File: config.mk
export PLATFORM = sky130hd
export DESIGN_NAME = pfa_div
export DESIGN_NICKNAME = d
export VERILOG_FILES = /design/src/sv/pfa_pkg.sv /design/src/sv/pfa_div.sv
export SDC_FILE = /design/constraint.sdc
export NUM_CORES = 1
export LEC_CHECK = 0
export BUFFER_PORTS_ARGS = -buffer_cell sky130_fd_sc_hd__buf_2
export CORE_AREA = 2 2 92 94
export CTS_BUF_LIST = sky130_fd_sc_hd__clkbuf_4
export CTS_CLUSTER_DIAMETER = 40
export DETAILED_ROUTE_END_ITERATION = 10
export DIE_AREA = 0 0 94 96
export PLACE_DENSITY = 0.47
export SLEW_MARGIN = 30
export SYNTH_ARGS = -nofsm -noshare
export SYNTH_HDL_FRONTEND = slang
export SYNTH_SLANG_ARGS = --single-unit
File: constraint.sdc
create_clock -name clk -period 3 [get_ports clk]
set_input_delay 0.9 -clock clk [delete_from_list [all_inputs] [get_ports clk]]
set_output_delay 0.9 -clock clk [all_outputs]
set_load 0.1 [all_outputs]
File: src/sv/pfa_pkg.sv
// ----------------------------------------------------------------------------
// pfa_pkg
// Types, field widths and codes of the paging frame allocator.
// ----------------------------------------------------------------------------
`default_nettype none
package pfa_pkg;
	localparam int CMD_W  = 2;
	localparam int PID_W  = 16;
	localparam int SIZE_W = 16;
	localparam int STS_W  = 3;
	localparam int IDX_W  = 6;
	localparam int FRM_W  = 6;
	localparam int PC_W   = 7;
	localparam int FC_W   = 7;
	localparam int PSZ_W  = 11;
	localparam int CFG_W  = 11;
	localparam int CFGI_W = 1;

	localparam logic [CMD_W-1:0] CMD_ALLOC   = 2'd0;
	localparam logic [CMD_W-1:0] CMD_DEALLOC = 2'd1;
	localparam logic [CMD_W-1:0] CMD_QUERY   = 2'd2;
	localparam logic [CMD_W-1:0] CMD_LIST    = 2'd3;

	localparam logic [STS_W-1:0] STS_OK       = 3'd0;
	localparam logic [STS_W-1:0] STS_NOFIT    = 3'd1;
	localparam logic [STS_W-1:0] STS_NOTFOUND = 3'd2;
	localparam logic [STS_W-1:0] STS_FULL     = 3'd3;
	localparam logic [STS_W-1:0] STS_EMPTY    = 3'd4;

	localparam logic [CFGI_W-1:0] REG_FRAME_COUNT = 1'b0;
	localparam logic [CFGI_W-1:0] REG_PAGE_SIZE   = 1'b1;

	localparam logic [FC_W-1:0]  FRAME_COUNT_RST = 7'd64;
	localparam logic [PSZ_W-1:0] PAGE_SIZE_RST   = 11'd4;

	typedef enum logic [3:0] {
		ST_INIT, ST_IDLE, ST_DIV, ST_ARD, ST_AEM, ST_SRCH, ST_DRD,
		ST_DPUSH, ST_QRD, ST_QEM, ST_LRD, ST_LEM, ST_ONE
	} state_t;
endpackage
`default_nettype wire

File: src/sv/pfa_div.sv
// ----------------------------------------------------------------------------
// pfa_div
// Restoring divider, one quotient bit per cycle.
// ----------------------------------------------------------------------------
`default_nettype none
module pfa_div (
	input  wire logic                        clk,
	input  wire logic                        arst_n,
	input  wire logic                        start,
	input  wire logic [pfa_pkg::SIZE_W-1:0]  dividend,
	input  wire logic [pfa_pkg::PSZ_W-1:0]   divisor,
	output logic                             done,
	output logic      [pfa_pkg::SIZE_W-1:0]  quotient
);
	logic                         busy_q;
	logic [3:0]                   cnt_q;
	logic [pfa_pkg::PSZ_W-1:0]    rem_q;
	logic [pfa_pkg::PSZ_W-1:0]    dsr_q;
	logic [pfa_pkg::SIZE_W-1:0]   quo_q;
	logic                         done_q;
	logic [pfa_pkg::PSZ_W:0]      sh;
	logic                         ge;
	logic [pfa_pkg::PSZ_W:0]      nrem;

	assign sh   = {rem_q, quo_q[pfa_pkg::SIZE_W-1]};
	assign ge   = sh >= {1'b0, dsr_q};
	assign nrem = ge ? sh - {1'b0, dsr_q} : sh;

	always_ff @(posedge clk or negedge arst_n) begin
		if (!arst_n) begin
			busy_q <= 1'b0;
			cnt_q  <= '0;
			done_q <= 1'b0;
		end else begin
			done_q <= 1'b0;
			if (start) begin
				busy_q <= 1'b1;
				cnt_q  <= '0;
			end else if (busy_q) begin
				cnt_q <= cnt_q + 4'd1;
				if (cnt_q == 4'd15) begin
					busy_q <= 1'b0;
					done_q <= 1'b1;
				end
			end
		end
	end

	always_ff @(posedge clk) begin
		if (start) begin
			quo_q <= dividend;
			rem_q <= '0;
			dsr_q <= divisor;
		end else if (busy_q) begin
			quo_q <= {quo_q[pfa_pkg::SIZE_W-2:0], ge};
			rem_q <= nrem[pfa_pkg::PSZ_W-1:0];
		end
	end

	assign done     = done_q;
	assign quotient = quo_q;
endmodule
`default_nettype wire

==> reports/qor.tcl <==
set qor(result_of_the_run) {complete, no violations}
set qor(globalRoute.totalOverflow) 0
set qor(postRouteAntennaNets) 0
set qor(route.final.wire_length_mm) 4.85
set qor(grt_setup_unrepaired) {no}
set qor(viasPerCell) 4.75
set qor(cts-root-to-sink-buffers) 2
set qor(powerDensity_mw_per_mm2) 845
set qor(fill_cells) 838
set qor(hold_class) {in -> async}
set qor(timing.critical_path.from_type) {flip-flop}
set qor(cts.clk_slew.worst_paths_ns) 0.15
set qor(setup_viol) 0
set qor(grt_start_max_net_pins) 24
set qor(synthDistinctLibCells) 48
set qor(hold_slack_ns) 0.324
set qor(final.period_utilization) 0.865
set qor(drt_first_iter_violations) 75
set qor(cts.root.buffer_cell) {clkbuf_4}
set qor(top_level_ports) 47
set qor(postCtsResizedCells) 0
set qor(reg2reg_slack_ns) 0.41
set qor(instances_no_fill) 363
set qor(drt_drc_violations_left) 0
set qor(coreArea_mm2) 0.00805
set qor(postPlaceCellArea_mm2) 0.00269
set qor(cpMaxStageDelayCell) {a21o_1}
set qor(hpwl_mm) 3.56
set qor(final_layout_size_suffix_gt1_frac) 0.306
set qor(cts_inserted_buffers) 5
set qor(highest_clock_rate_mhz) 385
set qor(firstDrtPassIters) 5
set qor(htreeDepth) 2
set qor(p_leak_nw) 1.20
set qor(clock_sinks) 44
set qor(syn_warnings) 0
set qor(layout-area-overhead-vs-synth_pct) 17.8
set qor(critical_path.endpoint_type) {flip-flop}
set qor(timing.critical_path.buf_inv) 1
set qor(pre_cts_ws_ns) 0.437
set qor(dp_cells) 355
set qor(syn-mean-instance-area_um2) 11.3
set qor(final_antenna_diode_count) 0
set qor(grt_pass1_vias) 1733
set qor(tritoncts) {yes}
set qor(post-route-cell-area_mm2) 0.00277
set qor(buffer_ports.inserted) 46
set qor(hold_viol_final) 0
set qor(synthesis.instances) 208
set qor(fp-row-count) 33
set qor(yosys_most_used_dff) {edfxtp_1}
set qor(floorplan.die.height_um) 96
set qor(worst_slack_ns) 0.405
set qor(muxShareOfSynthArea) 0.106
set qor(grt_first_pass_wirelength_mm) 8.08
set qor(synth_compound_area_frac) 0.127
set qor(initial_utilization) 0.292
set qor(horizontal_extent_of_the_die_um) 94
set qor(worst-path-max-fanout) 14
set qor(max_slew_margin) 0.632
set qor(clock_skew_ns) 0.0145
set qor(routed_wire_length_per_instance_um) 13.4
set qor(worst_slew_pin_slew_ns) 0.552
set qor(post_synthesis_register_bit_count) 44
set qor(finalWeightedCongestion) 0.779
set qor(path_delay_family) {compound AO/OA/AOI/OAI gates}
set qor(power.ir.vdd_worst_v) 0.000301
set qor(worst-setup-path-type) {reg -> reg}
set qor(min_period_ns) 2.59
set qor(cp.required_ns) 3.29
set qor(fin_tns_setup_ns) 0
set qor(main_combinational_cell_family_by_area_after_synthesis) {compound AO/OA/AOI/OAI gates}
set qor(synth_fp_nets) 251
set qor(post_synth_and_or_nand_nor_area_fraction) 0.115
set qor(vias) 1724
set qor(max_cap_viol_count) 0
set qor(die_area_mm2) 0.00902
set qor(synthXorXnorAreaFrac) 0.0298
set qor(synth_seq_area_share) 0.502
set qor(grt_use_total) 0.115
set qor(clock_insertion_delay_at_the_later_pin_of_the_skew_report_ns) 0.36
set qor(finalNetCount) 300
set qor(grt_antenna_before_repair) 0
set qor(cp_data_arrival_time_ns) 2.89
set qor(synth_area_mm2) 0.00235
set qor(slowest_delay_ns) 0.51
set qor(cts_post_setup_buffers_inserted) 0
set qor(crit_path_cell_trace) {inv_1 -> ha_1 -> fa_1 -> nor2b_4 -> o31ai_2 -> a31oi_4 -> a21o_1 -> o21ai_0 -> a311oi_1}
set qor(postSynth.asyncResetShare) 0.136
set qor(cts_hold_buffers) 0
set qor(slew_viol_final) 0
set qor(post_synth_fa_ha_maj_area_fraction) 0.0723
set qor(synth-edff-count) 27
-- power breakdown --
group          total [mW]  internal, mW  switching, mW  leakage (nW)
Clock               0.386         0.174          0.212        0.0412
Sequential          0.847         0.761         0.0853         0.445
Combinational        1.11         0.413          0.696         0.709
-- synthesized netlist by cell type, drive strengths merged (3+ instances only) --
library cell,number,area [µm²]
edfxtp,27,811
nor2,20,75.1
mux2,16,180
inv,15,56.3
nand2,15,56.3
ha,12,150
dfxtp,11,220
a21oi,9,45.0
a211oi,7,52.6
mux2i,7,70.1
o21ai,7,35.0
dfrtp,6,150
buf,5,41.3
nand3,5,25.0
nor3,4,20.0
xnor2,4,35.0
xor2,4,35.0
clkbuf,3,11.3
o21a,3,22.5
-- routing by layer --
| layer | vias up | wire (µm) | global-route usage |
|---|---|---|---|
| met5 | - | 0 | 0 |
| met4 | 0 | 73 | 0.0447 |
| met3 | 8 | 263 | 0.0329 |
| met2 | 50 | 2350 | 0.196 |
| met1 | 808 | 2160 | 0.138 |
| li1 | 858 | - | - |
-- through the flow --
stage | util | power [mW]
finish | 0.344 | 2.34
global route | 0.344 | 2.51
CTS | 0.344 | 2.36
detailed placement | 0.334 | 1.97
global placement | 0.334 | 1.98
floorplan | - | 1.81
-- layout make-up --
cell class,count,area [µm²],area share
Clock buffer,5,37.5,0.0135
Clock inverter,3,42.5,0.0153
Inverter,16,60.1,0.0217
Multi-Input combinational cell,140,1060,0.382
Sequential cell,44,1180,0.426
Tap cell,105,131,0.0474
Timing Repair Buffer,50,260,0.0939
-- sequential cells by signal (all words and copies together) (netlist names) --
| signal | flops |
|---|---|
| cnt_q | 4 |
| done | 1 |
| busy_q | 1 |
| rem_q | 11 |
| dsr_q | 11 |
| quotient | 16 |
-- cell families (layout without fill, tap and decap cells) --
family,count (synthesis),count (layout)
AND/OR/NAND/NOR,56,56
flip-flops,44,44
AO/OA/AOI/OAI,40,40
buffers and inverters,24,74
multiplexers,23,23
adder cells (fa/ha/maj),13,13
XOR/XNOR,8,8
-- worst paths after layout --
path	from	to	depth (start not counted)
max	quotient[15]	rem_q[10]	9
min in group clk	rem_q[10]	rem_q[10]	2
max in group asynchronous	arst_n	cnt_q[0]	1
max reg2reg	quotient[15]	rem_q[10]	9
min reg2reg	rem_q[10]	rem_q[10]	2
min	arst_n	cnt_q[1]	1
-- placed cells by master (no fill, tap or decap), types with 7 or more instances in the layout --
cell      count
nand2_1      15
buf_2        46
mux2i_1       7
a211oi_1      7
inv_1        15
edfxtp_1     27
o21ai_0       7
mux2_2       16
dfxtp_1      11
a21oi_1       9
nor2_1       20
ha_1         12
No activity file was read; power rests on OpenSTA's default activity.
