## src/sv/pfa_ram.sv

```systemverilog
// ----------------------------------------------------------------------------
// pfa_ram
// Generic RAM, one write and one read port, registered read.
// ----------------------------------------------------------------------------
`default_nettype none
module pfa_ram #(
	parameter int WIDTH = 6,
	parameter int DEPTH = 64
) (
	input  wire logic                                    clk,
	input  wire logic                                    we,
	input  wire logic [(DEPTH > 1 ? $clog2(DEPTH) : 1)-1:0] waddr,
	input  wire logic [WIDTH-1:0]                        wdata,
	input  wire logic                                    re,
	input  wire logic [(DEPTH > 1 ? $clog2(DEPTH) : 1)-1:0] raddr,
	output logic      [WIDTH-1:0]                        rdata
);
	logic [WIDTH-1:0] mem_q [DEPTH];

	always_ff @(posedge clk) begin
		if (we) begin
			mem_q[waddr] <= wdata;
		end
		if (re) begin
			rdata <= mem_q[raddr];
		end
	end
endmodule
`default_nettype wire

```

## config.mk

```make
export PLATFORM = sky130hd
export DESIGN_NAME = pfa_ram
export DESIGN_NICKNAME = d
export VERILOG_FILES = /design/src/sv/pfa_ram.sv
export SDC_FILE = /design/constraint.sdc
export NUM_CORES = 1
export LEC_CHECK = 0
export ABC_AREA = 1
export BUFFER_PORTS_ARGS = -buffer_cell sky130_fd_sc_hd__buf_2
export CAP_MARGIN = 20
export CORE_ASPECT_RATIO = 1.5
export CORE_MARGIN = 10
export CORE_UTILIZATION = 62
export CTS_CLUSTER_SIZE = 40
export DETAILED_ROUTE_END_ITERATION = 6
export PLACE_DENSITY = 0.9
export REMOVE_ABC_BUFFERS = 1
export SYNTH_ARGS = -nofsm -noshare
export SYNTH_HDL_FRONTEND = slang
export SYNTH_SLANG_ARGS = --single-unit
```

## constraint.sdc

```tcl
create_clock -name clk -period 2.36 [get_ports clk]
set_input_delay 0.118 -clock clk [delete_from_list [all_inputs] [get_ports clk]]
set_output_delay 0.118 -clock clk [all_outputs]
set_load 0.02 [all_outputs]
```

==> flow_summary.toml, run 1 <==
[power_and_ir_drop]
power_frac_clock = 0.361
p_seq_frac = 0.571
combPwrFrac = 0.069
p_int_mw = 10.5
power_density_nw_per_um2 = 761
p_switching_mw = 2.96
ir_drop_mv = 0.705
power.leakage_nw = 6.47
swShare = 0.219

[clock_tree]
cts-resized-gates = 0
clockBufferDepth = 3
path_clk_slew_ps = 70
cts-buffers-inserted = 31
cts-root-buf = "clkbuf_16"
h-tree-depth = 1
cts.sinks = 390
clock_latency_ps = 580
cts_tree = "yes"

[yosys]
syn_area_sq_um = 16000
ys_ff_latch = 390
synthCells = 1376
synth.avg_cell_area_sq_um = 11.6
yosys.area.top_type_share = 0.732
yosysUniqueCellTypes = 13
ys_warn_count = 0
yosysTopAreaCell = "edfxtp_1"
synthTopCellsByArea = "edfxtp_1 73%, nand2_1 11%, nand3_1 10%"
synth_seq_area_share = 0.732

[setup_path]
rr_endpoint = "rdata[0]$_DFFE_PP_"
cp-start-kind = "flip-flop"
required_ps = 2670
arrival_ps = 1820
reg2regPathDepth = 8
r2r_start = "mem_q[1][0]$_DFFE_PP_"
critPathCaptureType = "flip-flop"
r2r_slack_ps = 860
worstSetupPathType = "reg -> reg"
crit_path_max_fanout = 1

[sta]
finalHoldViolCount = 0
tightest_slew_ps = 865
hold_ws_ps = 1.99
slew_viol_final = 0
clock_skew_ps = 17.3
layout_min_cycle_time_ps = 1500
fmax_ghz = 0.665
period_share = 0.638
fin_setup_tns_ps = 0
setup_viol = 0
slew_headroom = 0.423
grt_setup_unrepaired = "no"

[place]
dp_hpwl_microns = 23800
io_buffers = 26
gp_congestion = 0.951

[floorplan]
coreArea_sq_um = 25200
start_util = 0.634
die_area_sq_um = 32700
num_rows = 71
die_x_microns = 151
die_h_microns = 217
num_io_pins = 27

[global_route]
grt_max_degree = 121
met1_usage = 0.279
antenna_found_initial = 1
overflow = 0
track_usage = 0.244
grtUsageMet2 = 0.418
grt_pass1_wl_microns = 61300
use_met3 = 0.0373
top_usage_layer = "met2"
first_global_vias = 11189

[hold_path]
hold_end = "mem_q[41][1]$_DFFE_PP_"
hp-start = "wdata[1]"
hold_class = "in -> reg"
holdPathStages = 1

[outcome]
outcome = "complete, no violations"

[final_layout]
syn_to_final_growth_pct = 10.8
drive_gt1_frac = 0.100
layout_common_cells = "486 x nand2_1, 390 x edfxtp_1, 331 x nand3_1, 66 x buf_4, 56 x nor2_1"
num-nets-final = 1448
layout_commonest_cell = "nand2_1"
fin_util = 0.702

[route]
first_iter_violations = 1754
wirelength_microns = 39400
wl_per_cell_microns = 22.2
remaining_drc_errors = 0
drt-vias-per-instance = 6.37
ant_nets = 0
vias = 11325
drtPass1Iterations = 7

[job]
max-cap-violations = 0
how the worst max path moves through the flow:
stage | start | end | slack, ps | cells after the start
after floorplan | raddr[0] | rdata[0]$_DFFE_PP_ | 50 | 9
final | mem_q[1][0]$_DFFE_PP_ | rdata[0]$_DFFE_PP_ | 860 | 8
after CTS | mem_q[1][0]$_DFFE_PP_ | rdata[0]$_DFFE_PP_ | 880 | 8
after global routing | mem_q[3][0]$_DFFE_PP_ | rdata[0]$_DFFE_PP_ | 780 | 8
after global placement | raddr[1] | rdata[0]$_DFFE_PP_ | 670 | 10
after detailed placement | raddr[0] | rdata[0]$_DFFE_PP_ | 590 | 11
sequential cells by signal, indices dropped and copies added, names as in the netlist:
register,flops
mem_q,384
rdata,6
metrics by stage:
step	worst slack, ps	cell area, sq um	total power, mW	cells
finish	855	17700	13.5	1777
global route	783	17700	13.9	1777
CTS	878	17700	13.5	1776
detailed placement	590	16800	8.73	1720
global placement	667	16800	8.70	1720
floorplan	52.1	15600	8.25	1292
cell families (layout without fill, tap and decap cells):
kind of cell,count (synthesis),count (layout),synth area share
buffers and inverters,96,168,0.0301
flip-flops,390,390,0.732
other,0,1,0
AND/OR/NAND/NOR,890,890,0.237
layer usage:
metal | up-vias | wire, microns | part of all wire
li1 | 4930 | - | -
met5 | - | 0 | 0
met4 | 0 | 2470 | 0.063
met3 | 210 | 3920 | 0.10
met2 | 874 | 20200 | 0.51
met1 | 5311 | 12700 | 0.32
synth_stat cells:
master    instances
buf_2            43
buf_4            16
nor4_1            8
buf_6             1
nor2_1           56
clkbuf_1         15
nand2_1         486
edfxtp_1        390
buf_1             9
nand4_1           9
inv_2             2
inv_1            10
nand3_1         331
critical path: stages, from the launching register on:
cell      delay [ps]
edfxtp_1         390
nand2_1          110
nand3_1          140
nand3_1          120
nand2_1           80
nand2_1           80
nand3_1          120
nand3_1          130
nand2_1           70
repair_timing:
action,4_1_cts,5_1_grt
setup buffers,0,0
hold buffers,2,0
hold endpoints to repair,10,0
power by group through the flow:
stage	clock network, mW	logic (mW)	registers [mW]
2_1_floorplan	0	0.397	7.85
3_3_place_gp	0	0.859	7.85
3_5_place_dp	0	0.882	7.85
4_1_cts	4.85	0.902	7.70
5_1_grt	5.17	1.00	7.69
6_report	4.86	0.928	7.70
final cells by class:
type                    instances  area [sq um]
clock buffers                  37           798
well taps                     328           410
inverters                      12          47.5
fillers                      1557          7510
repair buffers                102           821
flip-flops and latches        390         11700
diodes                          1          2.50
multi-input cells             890          3800
clock inverters                17           134
Power figures use the tool's default switching activity.
==> run 2: changes to the inputs <==
- clock period: 2.36 -> 1.4 ns (I/O delays scaled with it)
==> flow_summary.toml, run 2 (synthesis gave the netlist of run 1 again) <==
[sta]
hold_ws_ps = 30.7
slew_viol_final = 0
setup_viol = 6
fin_ws_ps = -141
tightest_slew_ps = 949
layout_min_cycle_time_ps = 1540
slew_headroom = 0.366
grt_setup_unrepaired = "yes"
period_share = 1.10
finalHoldViolCount = 0
clock_skew_ps = 17.8
fmax_ghz = 0.649

[route]
drtPass1Iterations = 7
remaining_drc_errors = 90
vias = 12382
first_iter_violations = 2191
wirelength_microns = 47800
wl_per_cell_microns = 25.8
drt-vias-per-instance = 6.69
ant_nets = 0

[floorplan]
coreArea_sq_um = 25200
num_io_pins = 27
die_area_sq_um = 32700
start_util = 0.634
die_h_microns = 217
num_rows = 71
die_x_microns = 151

[clock_tree]
cts-buffers-inserted = 35
path_clk_slew_ps = 70
clockBufferDepth = 3
h-tree-depth = 2
cts-root-buf = "clkbuf_16"
clock_latency_ps = 550
cts.sinks = 390
cts_tree = "yes"
postCtsSetupRepairBufs = 0

[final_layout]
layout_common_cells = "474 x nand2_1, 390 x edfxtp_1, 289 x nand3_1, 119 x buf_4, 56 x nor2_1"
layout_commonest_cell = "nand2_1"
num-nets-final = 1516
regMostFlops = "mem_q"
drive_gt1_frac = 0.177
n_fill_cell = 1410
largest_reg_flops = 384
syn_to_final_growth_pct = 17.3
top_regs = "mem_q (384), rdata (6)"

[global_route]
antenna_found_initial = 1
overflow = 0
grt_pass1_wl_microns = 71500
track_usage = 0.291
grt_max_degree = 75
first_global_vias = 12211

[outcome]
failed_checks = "design-rule violations, negative setup slack"
outcome = "finished, violations left"

[place]
io_buffers = 26
dp_hpwl_microns = 25900
gp_congestion = 0.916
pre_cts_ws_ps = -240

[power_and_ir_drop]
ir_drop_mv = 1.67
power.leakage_nw = 7.00
power_density_nw_per_um2 = 1300

[setup_path]
worstSetupPathType = "reg -> reg"
crit_path_max_fanout = 1
critPathCaptureType = "flip-flop"
arrival_ps = 1850
cp-start-kind = "flip-flop"
required_ps = 1710

[job]
max-cap-violations = 0

[hold_path]
hold_class = "in -> reg"
==> run 2: cell types whose count changed in the layout (fill, tap and decap cells not counted), moves of 4 or more <==
cell,change
buf_12,+9
nand3_2,+39
nand2_2,+11
nand2_1,-12
nand3_1,-42
buf_4,+53
clkbuf_16,+5
clkinv_1,+4
==> run 2: worst paths after layout <==
path,slack [ps],startpoint,cells after the start,endpoint
max,-140,mem_q[15][3]$_DFFE_PP_,8,rdata[3]$_DFFE_PP_
min reg2reg,970,mem_q[45][2]$_DFFE_PP_,8,rdata[2]$_DFFE_PP_
min,30,wdata[1],2,mem_q[33][1]$_DFFE_PP_
max reg2reg,-140,mem_q[15][3]$_DFFE_PP_,8,rdata[3]$_DFFE_PP_
==> run 2: area by class of cell <==
| class | instances | area (sq um) | share of cell area |
|---|---|---|---|
| sequential | 390 | 11700 | 0.624 |
| multi-input combinational | 890 | 4070 | 0.217 |
| timing repair buffer | 166 | 1420 | 0.0756 |
| clock buffer | 39 | 912 | 0.0486 |
| tap | 328 | 410 | 0.0219 |
| clock inverter | 24 | 195 | 0.0104 |
| inverter | 12 | 47.5 | 0.00253 |
| antenna | 1 | 2.50 | 0.000133 |
==> run 2: where the power goes <==
| group | switching (mW) | total (mW) | leakage [nW] | internal [mW] |
|---|---|---|---|---|
| Combinational | 1.38 | 1.93 | 2.95 | 0.548 |
| Sequential | 0.0351 | 13.0 | 3.51 | 12.9 |
| Clock | 4.36 | 9.49 | 0.536 | 5.13 |
| Total | 5.78 | 24.4 | 7.00 | 18.6 |
==> run 2: per-layer routing <==
layer,share of wire,global-route usage,vias up
met5,0,0,-
met4,0.084,0.186,0
met3,0.12,0.0682,341
met2,0.50,0.482,1200
met1,0.30,0.329,5764
li1,-,-,5077
==> run 2: through the flow <==
step,utilization,total power [mW],instance area (sq um),std cells,TNS (ps)
CTS,0.737,24.1,18600,1849,-15.6
detailed placement,0.688,14.9,17300,1782,-2370
global placement,0.688,14.8,17300,1782,-1630
finish,0.744,24.4,18800,1850,-472
global route,0.744,24.9,18800,1850,-659
floorplan,-,13.9,15600,1292,-7040
==> run 2: worst max-delay path, cell delays in order (launching register included) <==
cell and delay [ps]:
edfxtp_1 390, nand2_1 100, nand3_1 140, nand3_1 110, nand2_1 90, nand2_1 100, nand3_2 120, nand3_2 160
nand2_2 80
==> run 2: timing repair <==
item,CTS,global route
hold buffers,4,0
cloned,0,0
resized for setup,22,36
setup endpoints to repair,6,6
pin swaps,2,16
endpoints found under the hold margin,15,0
==> run 3: changes to the inputs <==
- ABC_AREA: 1 -> unset
==> flow_summary.toml, run 3 <==
[yosys]
synthCells = 720
yosys-top-cells-count = "390 x edfxtp_1, 87 x mux4_2, 67 x nor2_1"
yosys.area.top_type_share = 0.766
synthTopCellsByArea = "edfxtp_1 77%, mux4_2 13%, nor2_1 1.6%"
synth.avg_cell_area_sq_um = 21.2
synth-edff-count = 390
ys.flop_type = "edfxtp_1"
ys_warn_count = 0
yosysTopAreaCell = "edfxtp_1"
ys_ff_latch = 390
yosysUniqueCellTypes = 36
synth.most_common_cell = "edfxtp_1"
syn_area_sq_um = 15300
synthArstFlopShare = 0
synth_seq_area_share = 0.766

[clock_tree]
h-tree-depth = 2
cts_tree = "yes"
cts-root-buf = "clkbuf_16"
cts.sinks = 390
cts-buffers-inserted = 35
clockBufferDepth = 3
postCtsSetupRepairBufs = 0
path_clk_slew_ps = 70
clock_latency_ps = 550

[final_layout]
num-nets-final = 913
largest_reg_flops = 384
top_regs = "mem_q (384), rdata (6)"
n_fill_cell = 1240
final_cell_area_sq_um = 18200
stdcell_count = 1240
drive_gt1_frac = 0.380
regMostFlops = "mem_q"
n_antenna_cell = 0
syn_to_final_growth_pct = 18.8
layout_common_cells = "390 x edfxtp_1, 129 x buf_4, 92 x mux4_2, 67 x nor2_1, 37 x clkbuf_16"
layout_commonest_cell = "edfxtp_1"

[place]
placed_cells = 1172
gp_congestion = 0.914
io_buffers = 26
placed_area_sq_um = 16800
dp_hpwl_microns = 23600

[route]
vias = 8597
first_iter_violations = 1470
ant_nets = 0
remaining_drc_errors = 0
drtPass1Iterations = 6
wl_per_cell_microns = 33.0
drt-vias-per-instance = 6.93
wirelength_microns = 40900

[power_and_ir_drop]
power_density_nw_per_um2 = 1330
ir_drop_mv = 1.06
power.leakage_nw = 5.98
fin_total_pwr_mw = 24.1

[hold_path]
holdPathStages = 2
hold_class = "in -> reg"
hp-start = "wdata[1]"
hold_end = "mem_q[10][1]$_DFFE_PP_"

[outcome]
outcome = "finished, violations left"
failed_checks = "negative setup slack"

[sta]
setup_viol = 6
fin_ws_ps = -473
period_share = 1.34
clock_skew_ps = 28.5
finalHoldViolCount = 0
grt_setup_unrepaired = "yes"
slew_headroom = 0.411
fmax_ghz = 0.534
layout_min_cycle_time_ps = 1870
slew_viol_final = 0
tightest_slew_ps = 881

[setup_path]
worstSetupPathType = "reg -> reg"
arrival_ps = 2160
crit_path_cell_trace = "mux4_2, nor2b_4, a211oi_2, a21oi_2, a32o_1"
cp-start-kind = "flip-flop"
max_stage_delay_ps = 470
crit_path_max_fanout = 1
required_ps = 1690
crit_slowest_cell = "mux4_2"
rr_endpoint = "rdata[2]$_DFFE_PP_"
reg2regPathDepth = 5
critPathCaptureType = "flip-flop"
r2r_slack_ps = -470
r2r_start = "mem_q[44][2]$_DFFE_PP_"

[global_route]
track_usage = 0.266
grt_max_degree = 65
first_global_vias = 8953
antenna_found_initial = 0
grt_pass1_wl_microns = 60800
overflow = 0

[job]
max-cap-violations = 0

[floorplan]
die_area_sq_um = 31500
start_util = 0.628
num_io_pins = 27
coreArea_sq_um = 24300
die_h_microns = 212
num_rows = 70
die_x_microns = 148
[run 3: layout make-up]
type | instances | area, sq um | share of cell area
clock buffers | 43 | 948 | 0.0522
clock inverters | 18 | 168 | 0.00923
multi-input cells | 291 | 3470 | 0.191
flip-flops and latches | 390 | 11700 | 0.645
well taps | 324 | 405 | 0.0223
repair buffers | 174 | 1460 | 0.0804
[run 3: logic make-up (layout without fill, tap and decap cells)]
logic type,Yosys count,count (layout),share of synthesized area
mux,117,117,0.155
compound gates,54,54,0.0259
flops,390,390,0.766
simple gates,120,120,0.0366
buf+inv,39,235,0.0165
[run 3: where the power goes]
group | leakage (nW) | total, mW | switching [mW] | internal [mW]
registers | 3.51 | 13.0 | 0.0375 | 12.9
logic | 1.92 | 1.57 | 0.914 | 0.652
clock network | 0.551 | 9.55 | 4.16 | 5.39
total | 5.98 | 24.1 | 5.11 | 19.0
[run 3: metrics by stage]
stage          setup slack (ps)  TNS [ps]   util  hold WS, ps
5_1_grt                    -496     -2850  0.746         52.1
2_1_floorplan              -276     -1400      -          169
3_5_place_dp               -631     -7370  0.690          426
3_3_place_gp               -590     -3330  0.690          417
4_1_cts                    -455     -2470  0.740         37.9
6_report                   -473     -2640  0.746         50.2
[run 3: critical path: cells and delay by family, from the launching register on]
family | cells | cell delay [ps]
AOI/OAI and AO/OA | 3 | 640
DFF | 1 | 380
muxes | 1 | 470
and+or+nand+nor | 1 | 140
[run 3: worst max-delay path by stage]
| stage | slack, ps | endpoint | startpoint |
|---|---|---|---|
| floorplan | -280 | rdata[2]$_DFFE_PP_ | mem_q[41][2]$_DFFE_PP_ |
| global placement | -590 | rdata[1]$_DFFE_PP_ | raddr[0] |
| detailed placement | -630 | rdata[0]$_DFFE_PP_ | raddr[0] |
| CTS | -450 | rdata[4]$_DFFE_PP_ | mem_q[52][4]$_DFFE_PP_ |
| global route | -500 | rdata[2]$_DFFE_PP_ | mem_q[44][2]$_DFFE_PP_ |
| finish | -470 | rdata[2]$_DFFE_PP_ | mem_q[44][2]$_DFFE_PP_ |
[run 3: timing repair]
item,4_1_cts,5_1_grt
endpoints found under the setup margin,6,6
resized for setup,26,11
pin swaps,5,6
endpoints found under the hold margin,6,36
hold buffers,1,3
[run 3: per-layer routing]
| metal | GRT usage | routed length (microns) | vias up | part of all wire |
|---|---|---|---|---|
| li1 | - | - | 3340 | - |
| met1 | 0.295 | 12300 | 4263 | 0.30 |
| met2 | 0.457 | 21300 | 792 | 0.52 |
| met3 | 0.0547 | 4080 | 202 | 0.10 |
| met4 | 0.171 | 3170 | 0 | 0.077 |
| met5 | 0 | 0 | - | 0 |
